### config.mk
export PLATFORM = sky130hd
export DESIGN_NAME = signed_int_to_decimal_ascii
export DESIGN_NICKNAME = d
export VERILOG_FILES = /design/src/rtl/sitda_pkg.sv /design/src/rtl/signed_int_to_decimal_ascii.sv
export VERILOG_INCLUDE_DIRS = /design/src /design/src/rtl
export SDC_FILE = /design/constraint.sdc
export NUM_CORES = 1
export LEC_CHECK = 0
export BUFFER_PORTS_ARGS = -buffer_cell sky130_fd_sc_hd__buf_2
export CORE_ASPECT_RATIO = 1.1
export CORE_UTILIZATION = 30
export CTS_BUF_LIST = sky130_fd_sc_hd__clkbuf_4 sky130_fd_sc_hd__clkbuf_8
export DETAILED_ROUTE_END_ITERATION = 12
export HOLD_SLACK_MARGIN = 0.05
export PLACE_DENSITY_LB_ADDON = 0.2
export SLEW_MARGIN = 20
export SYNTH_ARGS = -nofsm -noshare
export SYNTH_HDL_FRONTEND = slang
export SYNTH_SLANG_ARGS = --single-unit
### constraint.sdc
create_clock -name clk -period 6.5 [get_ports clk]
set_input_delay 0.975 -clock clk [delete_from_list [all_inputs] [get_ports clk]]
set_output_delay 0.975 -clock clk [all_outputs]
set_load 0.1 [all_outputs]
### src/rtl/signed_int_to_decimal_ascii_assert.svh
// assertion macros for the decimal text converter
`ifndef SIGNED_INT_TO_DECIMAL_ASCII_ASSERT_SVH
`define SIGNED_INT_TO_DECIMAL_ASCII_ASSERT_SVH

// same-cycle implication, checked outside reset
`define SITDA_ASSERT_IMPL(lbl, clk, rst_n, a, b) \
	lbl: assert property (@(posedge clk) disable iff (!(rst_n)) (a) |-> (b)) \
		else $error("sitda assertion failed");

// next-cycle implication, checked outside reset
`define SITDA_ASSERT_NEXT(lbl, clk, rst_n, a, b) \
	lbl: assert property (@(posedge clk) disable iff (!(rst_n)) (a) |=> (b)) \
		else $error("sitda assertion failed");

`endif

### src/rtl/sitda_pkg.sv
`timescale 1ns / 1ps

package sitda_pkg;

	localparam int unsigned ValueWidth = 32;
	localparam int unsigned CharWidth  = 7;
	localparam int unsigned MaxDigits  = 10;
	localparam int unsigned DigitIdxW  = $clog2(MaxDigits);

	localparam logic [CharWidth-1:0] AsciiZero  = 7'd48;
	localparam logic [CharWidth-1:0] AsciiMinus = 7'd45;

	// floor(n * Recip10 / 2^Recip10Shift) == n / 10 for every 32-bit n
	localparam logic [ValueWidth-1:0] Recip10      = 32'hCCCC_CCCD;
	localparam int unsigned           Recip10Shift = 35;

	typedef enum logic [2:0] {
		ST_IDLE,
		ST_MUL,
		ST_SUB,
		ST_EMIT
	} sitda_state_t;

endpackage

### src/rtl/signed_int_to_decimal_ascii.sv
`timescale 1ns / 1ps
// channel   signals                        word
// --------  -----------------------------  ---------------------------------
// input     in_valid, in_stall, value      one signed 32-bit integer
// output    out_valid, out_stall,          one ascii character, last marks
//           character, last                the final character of a number
//
// steps: accept, then per decimal digit d (d = 1..10) a multiply on the shared
//   reciprocal multiplier and a subtract, then the characters (sign + d) in turn
// "-2147483648" is the longest word: a sign and ten digits
// in_stall is high from accept until the last character enters the output register
// out_stall holds the output register and pauses character emission
// arst_n clears the sequencer and output valid; no clearing pass
module signed_int_to_decimal_ascii (
	input  logic                               clk,
	input  logic                               arst_n,
	input  logic                               in_valid,
	output logic                               in_stall,
	input  logic signed [sitda_pkg::ValueWidth-1:0] value,
	output logic                               out_valid,
	input  logic                               out_stall,
	output logic [sitda_pkg::CharWidth-1:0]    character,
	output logic                               last
);
	import sitda_pkg::*;

	`include "signed_int_to_decimal_ascii_assert.svh"

	// sequencer
	sitda_state_t state_q, state_d;

	// datapath registers
	logic [ValueWidth-1:0]   mag_q;          // remaining magnitude
	logic [2*ValueWidth-1:0] prod_q;         // magnitude times reciprocal of ten
	logic [3:0]              digits_q [MaxDigits];  // digits, least significant first
	logic [DigitIdxW-1:0]    ndig_q;         // digits stored so far
	logic [DigitIdxW-1:0]    emit_q;         // next digit to send
	logic                    sign_pend_q;    // minus sign still to send
	logic                    out_valid_q;
	logic [CharWidth-1:0]    char_q;
	logic                    last_q;

	// divide step: quotient from the product, digit by shift-add back-multiply
	logic [ValueWidth-1:0] quot;
	logic [ValueWidth-1:0] quot_x10;
	logic [ValueWidth-1:0] rem_full;
	logic [3:0]            rem;

	assign quot     = (ValueWidth)'(prod_q >> Recip10Shift);
	assign quot_x10 = (quot << 3) + (quot << 1);
	assign rem_full = mag_q - quot_x10;
	assign rem      = rem_full[3:0];

	logic accept;
	logic load;        // a character enters the output register
	logic out_room;
	logic div_done;

	assign accept   = in_valid && !in_stall;
	assign out_room = !out_valid_q || !out_stall;
	assign div_done = (quot == '0) || (ndig_q == DigitIdxW'(MaxDigits - 1));

	// next state and control
	always_comb begin
		state_d  = state_q;
		load     = 1'b0;
		in_stall = 1'b1;
		unique case (state_q)
			ST_IDLE: begin
				in_stall = 1'b0;
				if (in_valid) begin
					state_d = ST_MUL;
				end
			end
			ST_MUL: begin
				state_d = ST_SUB;
			end
			ST_SUB: begin
				state_d = div_done ? ST_EMIT : ST_MUL;
			end
			ST_EMIT: begin
				if (out_room) begin
					load = 1'b1;
					if (!sign_pend_q && emit_q == '0) begin
						state_d = ST_IDLE;
					end
				end
			end
			default: begin
				state_d = ST_IDLE;
			end
		endcase
	end

	// control registers
	always_ff @(posedge clk or negedge arst_n) begin
		if (!arst_n) begin
			state_q     <= ST_IDLE;
			out_valid_q <= 1'b0;
			sign_pend_q <= 1'b0;
		end else begin
			state_q <= state_d;
			if (accept) begin
				sign_pend_q <= value[ValueWidth-1];
			end else if (load) begin
				sign_pend_q <= 1'b0;
			end
			if (load) begin
				out_valid_q <= 1'b1;
			end else if (!out_stall) begin
				out_valid_q <= 1'b0;
			end
		end
	end

	// payload registers
	always_ff @(posedge clk) begin
		if (accept) begin
			// unsigned negation also covers the most negative value (2^31)
			mag_q  <= value[ValueWidth-1] ? (ValueWidth'(0) - ValueWidth'(value))
			                              : ValueWidth'(value);
			ndig_q <= '0;
		end
		if (state_q == ST_MUL) begin
			prod_q <= {{ValueWidth{1'b0}}, mag_q} * {{ValueWidth{1'b0}}, Recip10};
		end
		if (state_q == ST_SUB) begin
			digits_q[ndig_q] <= rem;
			mag_q            <= quot;
			ndig_q           <= ndig_q + 1'b1;
			emit_q           <= ndig_q;
		end
		if (load) begin
			if (sign_pend_q) begin
				char_q <= AsciiMinus;
				last_q <= 1'b0;
			end else begin
				char_q <= AsciiZero + {3'b000, digits_q[emit_q]};
				last_q <= (emit_q == '0);
				if (emit_q != '0) begin
					emit_q <= emit_q - 1'b1;
				end
			end
		end
	end

	assign out_valid = out_valid_q;
	assign character = char_q;
	assign last      = last_q;

	// an accepted word always starts the divide loop
	`SITDA_ASSERT_NEXT(a_accept_to_mul, clk, arst_n, accept, state_q == ST_MUL)
	// only the sign or a digit ever leaves the block
	`SITDA_ASSERT_IMPL(a_char_code, clk, arst_n, out_valid,
		(character == AsciiMinus) || ((character >= AsciiZero) &&
		(character <= AsciiZero + 7'd9)))
	// the sign is never the final character
	`SITDA_ASSERT_IMPL(a_sign_not_last, clk, arst_n,
		out_valid && (character == AsciiMinus), !last)

endmodule
==> results.yml, run 1 <==
sta:
  period_needed_ns: 7.02
  final.setup.worst_slack_ns: -0.520
  drv_slew: 0
  hold_ws_ns: 0.269
  worst_pin_slew_ns: 1.21
  fin_skew_ns: 0.0347
  final-setup-viol-count: 26
  final.setup.tns_ns: -8.07
  final_hold_viol_count: 0
  maxSlewHeadroom: 0.187
  rsz0062_at_grt: "yes"
  min_period_over_period: 1.08
  max_freq_mhz: 142
drt:
  drt-total-wl_um: 74900
  viasPerCell: 4.69
  wl_per_cell_um: 20.9
  first_pass_iters: 5
  final_antenna_net_count: 0
  drt-initial-drc-count: 779
  vias: 16800
  drc: 0
clock_network:
  cts_hold_repair.buffers: 0
  cts_max_level: 4
  cts_tree: "built"
  clk_pin_slew_ns: 0.12
  insertion_delay_ns: 0.53
  clock_path_buffers: 2
  cts_made_buffers: 17
  clkSinkCount: 119
  root_buffer: "clkbuf_8"
die:
  ios: 46
  fp.dieH_um: 289
  rows: 104
  die_w_um: 263
  fp.coreArea_sq_um: 73500
  start_util: 0.305
  design.die.area_sq_um: 75800
yosys:
  synth_cell_types: 66
  seq_area_frac_synth: 0.156
  syn_avg_cell_area_sq_um: 10.4
  synth_area_leaders: "fa_1 (35%), ha_1 (20%), edfxtp_1 (14%)"
  synth_top_area_frac: 0.346
  synthCells: 2159
  syn_area_sq_um: 22400
  async_flop_share: 0.0336
  syn_nets: 2940
  synth.largest_area_cell: "fa_1"
  ys_warn_count: 0
  ys.flop_type: "edfxtp_1"
  synth_edf_count: 108
  yosys_register_bits: 119
worst_setup_path:
  endpoint_kind: "flop"
  cp_max_fo: 5
  start_kind: "flop"
  worstPathCellList: "buf_6 > ha_4 > inv_2 > fa_1 > inv_2 > fa_1 > inv_2 > fa_1 > inv_2 > fa_2 > fa_2 > fa_2 > fa_2 > ha_4 > a21oi_1 > o2111ai_1 > a31o_2 > a211o_1 > nand4_1 > buf_6 > a31oi_2 > a31oi_1 > xnor2_1"
  crit_type: "reg -> reg"
  crit_arrival_ns: 7.27
  cpPeakStageDelay_ns: 0.60
  critical-path-slowest-cell: "fa_2"
  critical_path_required_ns: 6.75
global_routing:
  antenna_found_initial: 1
  grt_pass1_wl_um: 112000
  track_usage: 0.203
  grt_use_met2: 0.354
  use_met3: 0.0198
  gr-total-overflow: 0
  top_usage_layer: "met2"
  grt_pass1_vias: 18400
  met1_usage: 0.252
  grt_max_degree: 70
min_path:
  hp-class: "in -> async"
status:
  violations: "setup timing"
  outcome: "complete, but fails checks"
finish:
  fin_nets: 3391
  final_core_util: 0.389
  drive_gt1_frac: 0.273
  mostFrequentLayoutCells: "inv_1 (529), buf_4 (391), fa_1 (367)"
  syn_to_final_growth_pct: 27.8
  n_fill_cell: 7202
  final_common_cell: "inv_1"
flow_run:
  cap_violations: 0
placement:
  dp_hpwl_um: 66600
  port_buffers: 43
  gp_congestion: 0.934
-- final timing paths --
check / startpoint / end / slack (ns) / depth (start not counted)
min in group clk: out_valid / out_valid / 0.53 / 2
worst min register to register: out_valid / out_valid / 0.53 / 2
worst max-delay path: mag_q[13] / prod_q[55] / -0.52 / 23
worst max register to register: mag_q[13] / prod_q[55] / -0.52 / 23
max in group asynchronous: arst_n / sign_pend_q / 6.09 / 1
worst min-delay path: arst_n / out_valid / 0.27 / 1
-- registers in the layout, indices dropped and copies added (netlist names) --
signal / flops
character: 5
digits_q: 40
emit_q: 4
last: 1
mag_q: 32
ndig_q: 4
out_valid: 1
prod_q: 29
sign_pend_q: 1
state_q: 2
-- cells in the mapped netlist, types with 8 or more instances --
cell type and n:
a211oi_1 16, a21o_1 46, a21oi_1 71, a31oi_1 8
and2_1 16, and3_1 13, clkbuf_1 33, edfxtp_1 108
fa_1 387, ha_1 358, inv_1 557, mux4_2 8
nand2_1 113, nand2b_1 11, nand3_1 24, nand4_1 13
nor2_1 37, nor2b_1 14, nor3_1 18, nor4_1 9
o21ai_0 70, o21ai_1 10, o31ai_1 11, xnor2_1 36
xor2_1 70
-- logic make-up (layout without fill, tap and decap cells) --
group                    count (synthesis)  in the layout  share of synthesized area
adder cells (fa/ha/maj)                745            745                      0.546
AO/OA/AOI/OAI                          282            282                     0.0802
multiplexers                            10             10                    0.00894
XOR/XNOR                               106            106                     0.0415
other                                    2              3                   0.000335
flip-flops                             119            119                      0.156
AND/OR/NAND/NOR                        301            301                     0.0675
buffers and inverters                  594           1058                      0.100
-- cell type report --
class	count	area (sq um)	share of cell area
diodes	1	2.50	0.0000874
clock buffers	17	234	0.00817
clock inverters	15	150	0.00525
inverters	557	2100	0.0735
multi-input cells	1446	17900	0.625
flip-flops and latches	119	3480	0.122
well taps	954	1190	0.0417
repair buffers	469	3550	0.124
-- stage by stage --
step	area [sq um]	setup WS (ns)	instances
after floorplan	22600	-0.0664	2159
after global placement	26600	-0.673	3485
after detailed placement	26600	-0.710	3485
after CTS	28000	-0.545	3551
after global routing	28600	-0.670	3578
final	28600	-0.520	3578
-- routing by layer --
metal | vias to the layer above | share of wire
met5 | - | 0
met4 | 0 | 0.052
met3 | 103 | 0.028
met2 | 303 | 0.50
met1 | 8550 | 0.42
li1 | 7827 | -
-- critical path: cells and delay by family, from the launching register on --
kind,cells,cell delay (ns)
DFF,1,0.48
AOI/OAI and AO/OA,6,1.35
buffers and inverters,6,0.48
and+or+nand+nor,1,0.12
xor gates and xnor gates,1,0.10
adders and majority gates,9,4.18
-- what timing repair did --
| action | in CTS | in global routing |
|---|---|---|
| pin swaps | 59 | 95 |
| setup endpoints to repair | 29 | 29 |
| resized for setup | 146 | 108 |
| setup buffers | 36 | 28 |
Power of run 1 is not shown: default switching activity piles up to over one toggle a cycle in this logic, so the estimate is an artifact.
==> run 2, diff against run 1 <==
Clock period 6.5 ns to 7.1 ns, I/O delays scaled along.
==> results.yml, run 2 (synthesis gave the netlist of run 1 again) <==
status:
  outcome: "completed"
finish:
  largest_register: "digits_q"
  syn_to_final_growth_pct: 20.1
  mostFrequentLayoutCells: "inv_1 (554), fa_1 (384), ha_1 (328)"
  drive_gt1_frac: 0.190
  fin_nets: 3257
  final_common_cell: "inv_1"
  regArea_sq_um: 3480
  n_fill_cell: 7405
  largest_reg_flops: 40
  final_core_util: 0.366
  top_regs: "digits_q (40), mag_q (32), prod_q (29)"
  multi_input_area_sq_um: 17300
  stdcell_count: 3444
worst_setup_path:
  critical_path_required_ns: 7.34
  crit_type: "reg -> reg"
  start_kind: "flop"
  crit_arrival_ns: 7.21
  endpoint_kind: "flop"
  cp_max_fo: 5
placement:
  port_buffers: 43
  place_inst: 3396
  gp_congestion: 0.915
  dp_hpwl_um: 65300
global_routing:
  antenna_found_initial: 1
  track_usage: 0.196
  grt_pass1_vias: 17600
  gr-total-overflow: 0
  grt_max_degree: 70
  grt_pass1_wl_um: 108000
sta:
  final_hold_viol_count: 0
  worst_pin_slew_ns: 1.27
  min_period_over_period: 0.982
  drv_slew: 0
  final-setup-viol-count: 0
  period_needed_ns: 6.97
  hold_ws_ns: 0.369
  max_freq_mhz: 143
  rsz0062_at_grt: "yes"
  fin_skew_ns: 0.0355
  maxSlewHeadroom: 0.148
clock_network:
  cts_hold_repair.buffers: 0
  clk_pin_slew_ns: 0.12
  cts_made_buffers: 17
  root_buffer: "clkbuf_8"
  cts_max_level: 4
  clock_path_buffers: 2
  cts_tree: "built"
  insertion_delay_ns: 0.52
  clkSinkCount: 119
flow_run:
  cap_violations: 0
drt:
  drc: 0
  vias: 16100
  viasPerCell: 4.68
  final_antenna_net_count: 0
  drt-initial-drc-count: 836
  wl_per_cell_um: 21.1
  first_pass_iters: 5
  drt-total-wl_um: 72600
die:
  die_w_um: 263
  ios: 46
  start_util: 0.305
  design.die.area_sq_um: 75800
  fp.coreArea_sq_um: 73500
  fp.dieH_um: 289
  rows: 104
min_path:
  hp-class: "in -> async"
==> run 2: critical path, cell delays in order (launching register included) <==
cell,delay (ns)
edfxtp_1,0.46
ha_2,0.26
inv_1,0.12
fa_1,0.54
inv_1,0.05
fa_1,0.53
inv_1,0.06
fa_1,0.49
inv_1,0.05
fa_1,0.54
fa_1,0.43
fa_1,0.51
fa_1,0.41
ha_1,0.31
a21o_1,0.20
a221oi_4,0.31
o21ai_2,0.10
a31o_2,0.22
a211o_1,0.34
nand4_1,0.25
a31oi_2,0.16
a31oi_1,0.22
xnor2_1,0.11
==> run 2: final cells by class <==
type,instances,share of cell area
timing repair buffer,335,0.0913
multi-input combinational,1446,0.643
sequential,119,0.130
clock inverter,15,0.00540
inverter,557,0.0777
clock buffer,17,0.00870
antenna,1,0.0000930
tap,954,0.0444
==> run 2: worst paths after layout <==
kind	depth (start not counted)	from	slack [ns]	end
worst max-delay path	22	mag_q[10]	0.13	prod_q[55]
worst min-delay path	1	arst_n	0.37	out_valid
worst max register to register	22	mag_q[10]	0.13	prod_q[55]
worst min register to register	2	out_valid	0.52	out_valid
max in group asynchronous	1	arst_n	6.60	sign_pend_q
min in group clk	2	out_valid	0.52	out_valid
==> run 2: through the flow <==
step / setup slack (ns) / TNS [ns] / instance area (sq um)
3_5_place_dp: -0.223 / -1.33 / 25800
3_3_place_gp: -0.217 / -0.602 / 25800
6_report: 0.127 / 0 / 26900
4_1_cts: -0.00240 / -0.00240 / 26200
2_1_floorplan: 0.196 / 0 / 22400
5_1_grt: -0.125 / -0.556 / 26900
==> run 2: per-layer routing <==
layer  up-vias  wire, um  global-route usage
met5         -         0                   0
met4         0      3410              0.0881
met3        91      1920              0.0189
met2       261     36600               0.346
met1      8187     30700               0.242
li1       7562         -                   -
==> run 2: what timing repair did <==
action / in CTS / in global routing
endpoints found under the setup margin: 14 / 22
pin swaps: 1 / 30
resized for setup: 14 / 99
setup buffers: 1 / 15
Power of run 2 is left out for the same reason.
==> run 3, diff against run 2 <==
Settings changed: SETUP_SLACK_MARGIN set to 0.15.
==> results.yml, run 3 (synthesis gave the netlist of run 1 again) <==
status:
  outcome: "completed"
finish:
  largest_register: "digits_q"
  stdcell_count: 3465
  fin_nets: 3278
  mostFrequentLayoutCells: "inv_1 (547), fa_1 (377), ha_1 (302)"
  syn_to_final_growth_pct: 22.9
  drive_gt1_frac: 0.220
  largest_reg_flops: 40
  final_common_cell: "inv_1"
  top_regs: "digits_q (40), mag_q (32), prod_q (29)"
clock_network:
  clk_pin_slew_ns: 0.12
  clkSinkCount: 119
  cts_tree: "built"
  clock_path_buffers: 2
  cts_max_level: 4
  cts_made_buffers: 17
  insertion_delay_ns: 0.53
  cts_hold_repair.buffers: 0
  root_buffer: "clkbuf_8"
sta:
  period_needed_ns: 6.94
  final-setup-viol-count: 0
  max_freq_mhz: 144
  min_period_over_period: 0.977
  maxSlewHeadroom: 0.187
  final_hold_viol_count: 0
  fin_skew_ns: 0.0381
  worst_pin_slew_ns: 1.21
  rsz0062_at_grt: "yes"
  drv_slew: 0
global_routing:
  antenna_found_initial: 1
  grt_pass1_wl_um: 109000
  grt_pass1_vias: 17700
  gr-total-overflow: 0
  track_usage: 0.196
  grt_max_degree: 70
min_path:
  hp-class: "in -> async"
drt:
  final_antenna_net_count: 0
  drt-total-wl_um: 73300
  drt-initial-drc-count: 773
  viasPerCell: 4.69
  first_pass_iters: 5
  wl_per_cell_um: 21.1
  vias: 16300
  drc: 0
placement:
  port_buffers: 43
  place_inst: 3396
  dp_hpwl_um: 65300
  gp_congestion: 0.915
worst_setup_path:
  crit_arrival_ns: 7.18
  start_kind: "flop"
  critical_path_required_ns: 7.34
  endpoint_kind: "flop"
  crit_type: "reg -> reg"
  cp_max_fo: 4
flow_run:
  cap_violations: 0
die:
  rows: 104
  start_util: 0.305
  fp.dieH_um: 289
  die_w_um: 263
  design.die.area_sq_um: 75800
  ios: 46
  fp.coreArea_sq_um: 73500
-- run 3: cell type report --
class,count,area (sq um)
diodes,1,2.50
clock inverters,15,145
fillers,7337,46000
inverters,557,2090
clock buffers,17,234
repair buffers,356,2660
well taps,954,1190
flip-flops and latches,119,3480
multi-input cells,1446,17700
-- run 3: path summary, 6_finish.rpt --
kind,slack (ns),cells after the start,start,to
hold reg to reg,0.52,2,out_valid,out_valid
setup / recovery,0.16,22,mag_q[1],prod_q[60]
setup reg to reg,0.16,22,mag_q[1],prod_q[60]
hold / removal,0.37,1,arst_n,state_q[1]
min in group clk,0.52,2,out_valid,out_valid
max in group asynchronous,6.60,1,arst_n,sign_pend_q
-- run 3: repair_timing --
item	4_1_cts	5_1_grt
setup endpoints to repair	22	24
cloned	0	0
gates resized for setup	44	155
pin swaps	19	79
setup buffers	4	32
-- run 3: critical path, cell delays in order, from the launching register on --
cell	delay (ns)
edfxtp_1	0.50
buf_6	0.17
buf_8	0.12
ha_4	0.16
xor2_2	0.19
buf_4	0.17
a21o_1	0.27
fa_1	0.59
fa_1	0.45
fa_1	0.55
fa_1	0.44
fa_1	0.51
fa_1	0.46
ha_4	0.30
nand3_2	0.08
nor2_2	0.12
nand4_1	0.13
nor4_2	0.31
a211o_1	0.26
nand4_1	0.29
o21ai_2	0.31
or3_1	0.16
o2111ai_2	0.11
-- run 3: per-layer routing --
layer	GRT usage	share of wire	vias up
met3	0.0185	0.028	83
met4	0.0871	0.044	0
met2	0.348	0.51	254
met5	0	0	-
met1	0.242	0.42	8313
li1	-	-	7611
-- run 3: stage by stage --
stage | hold slack, ns | instance area [sq um] | worst slack (ns) | util | setup TNS (ns)
after CTS | 0.326 | 26400 | 0.0761 | 0.359 | 0
final | 0.366 | 27500 | 0.165 | 0.375 | 0
after detailed placement | 0.509 | 25800 | -0.223 | 0.351 | -1.33
after floorplan | 0.519 | 22400 | 0.196 | - | 0
after global routing | 0.343 | 27500 | -0.0721 | 0.375 | -0.172
after global placement | 0.499 | 25800 | -0.217 | 0.351 | -0.602
Power of run 3 is left out for the same reason.
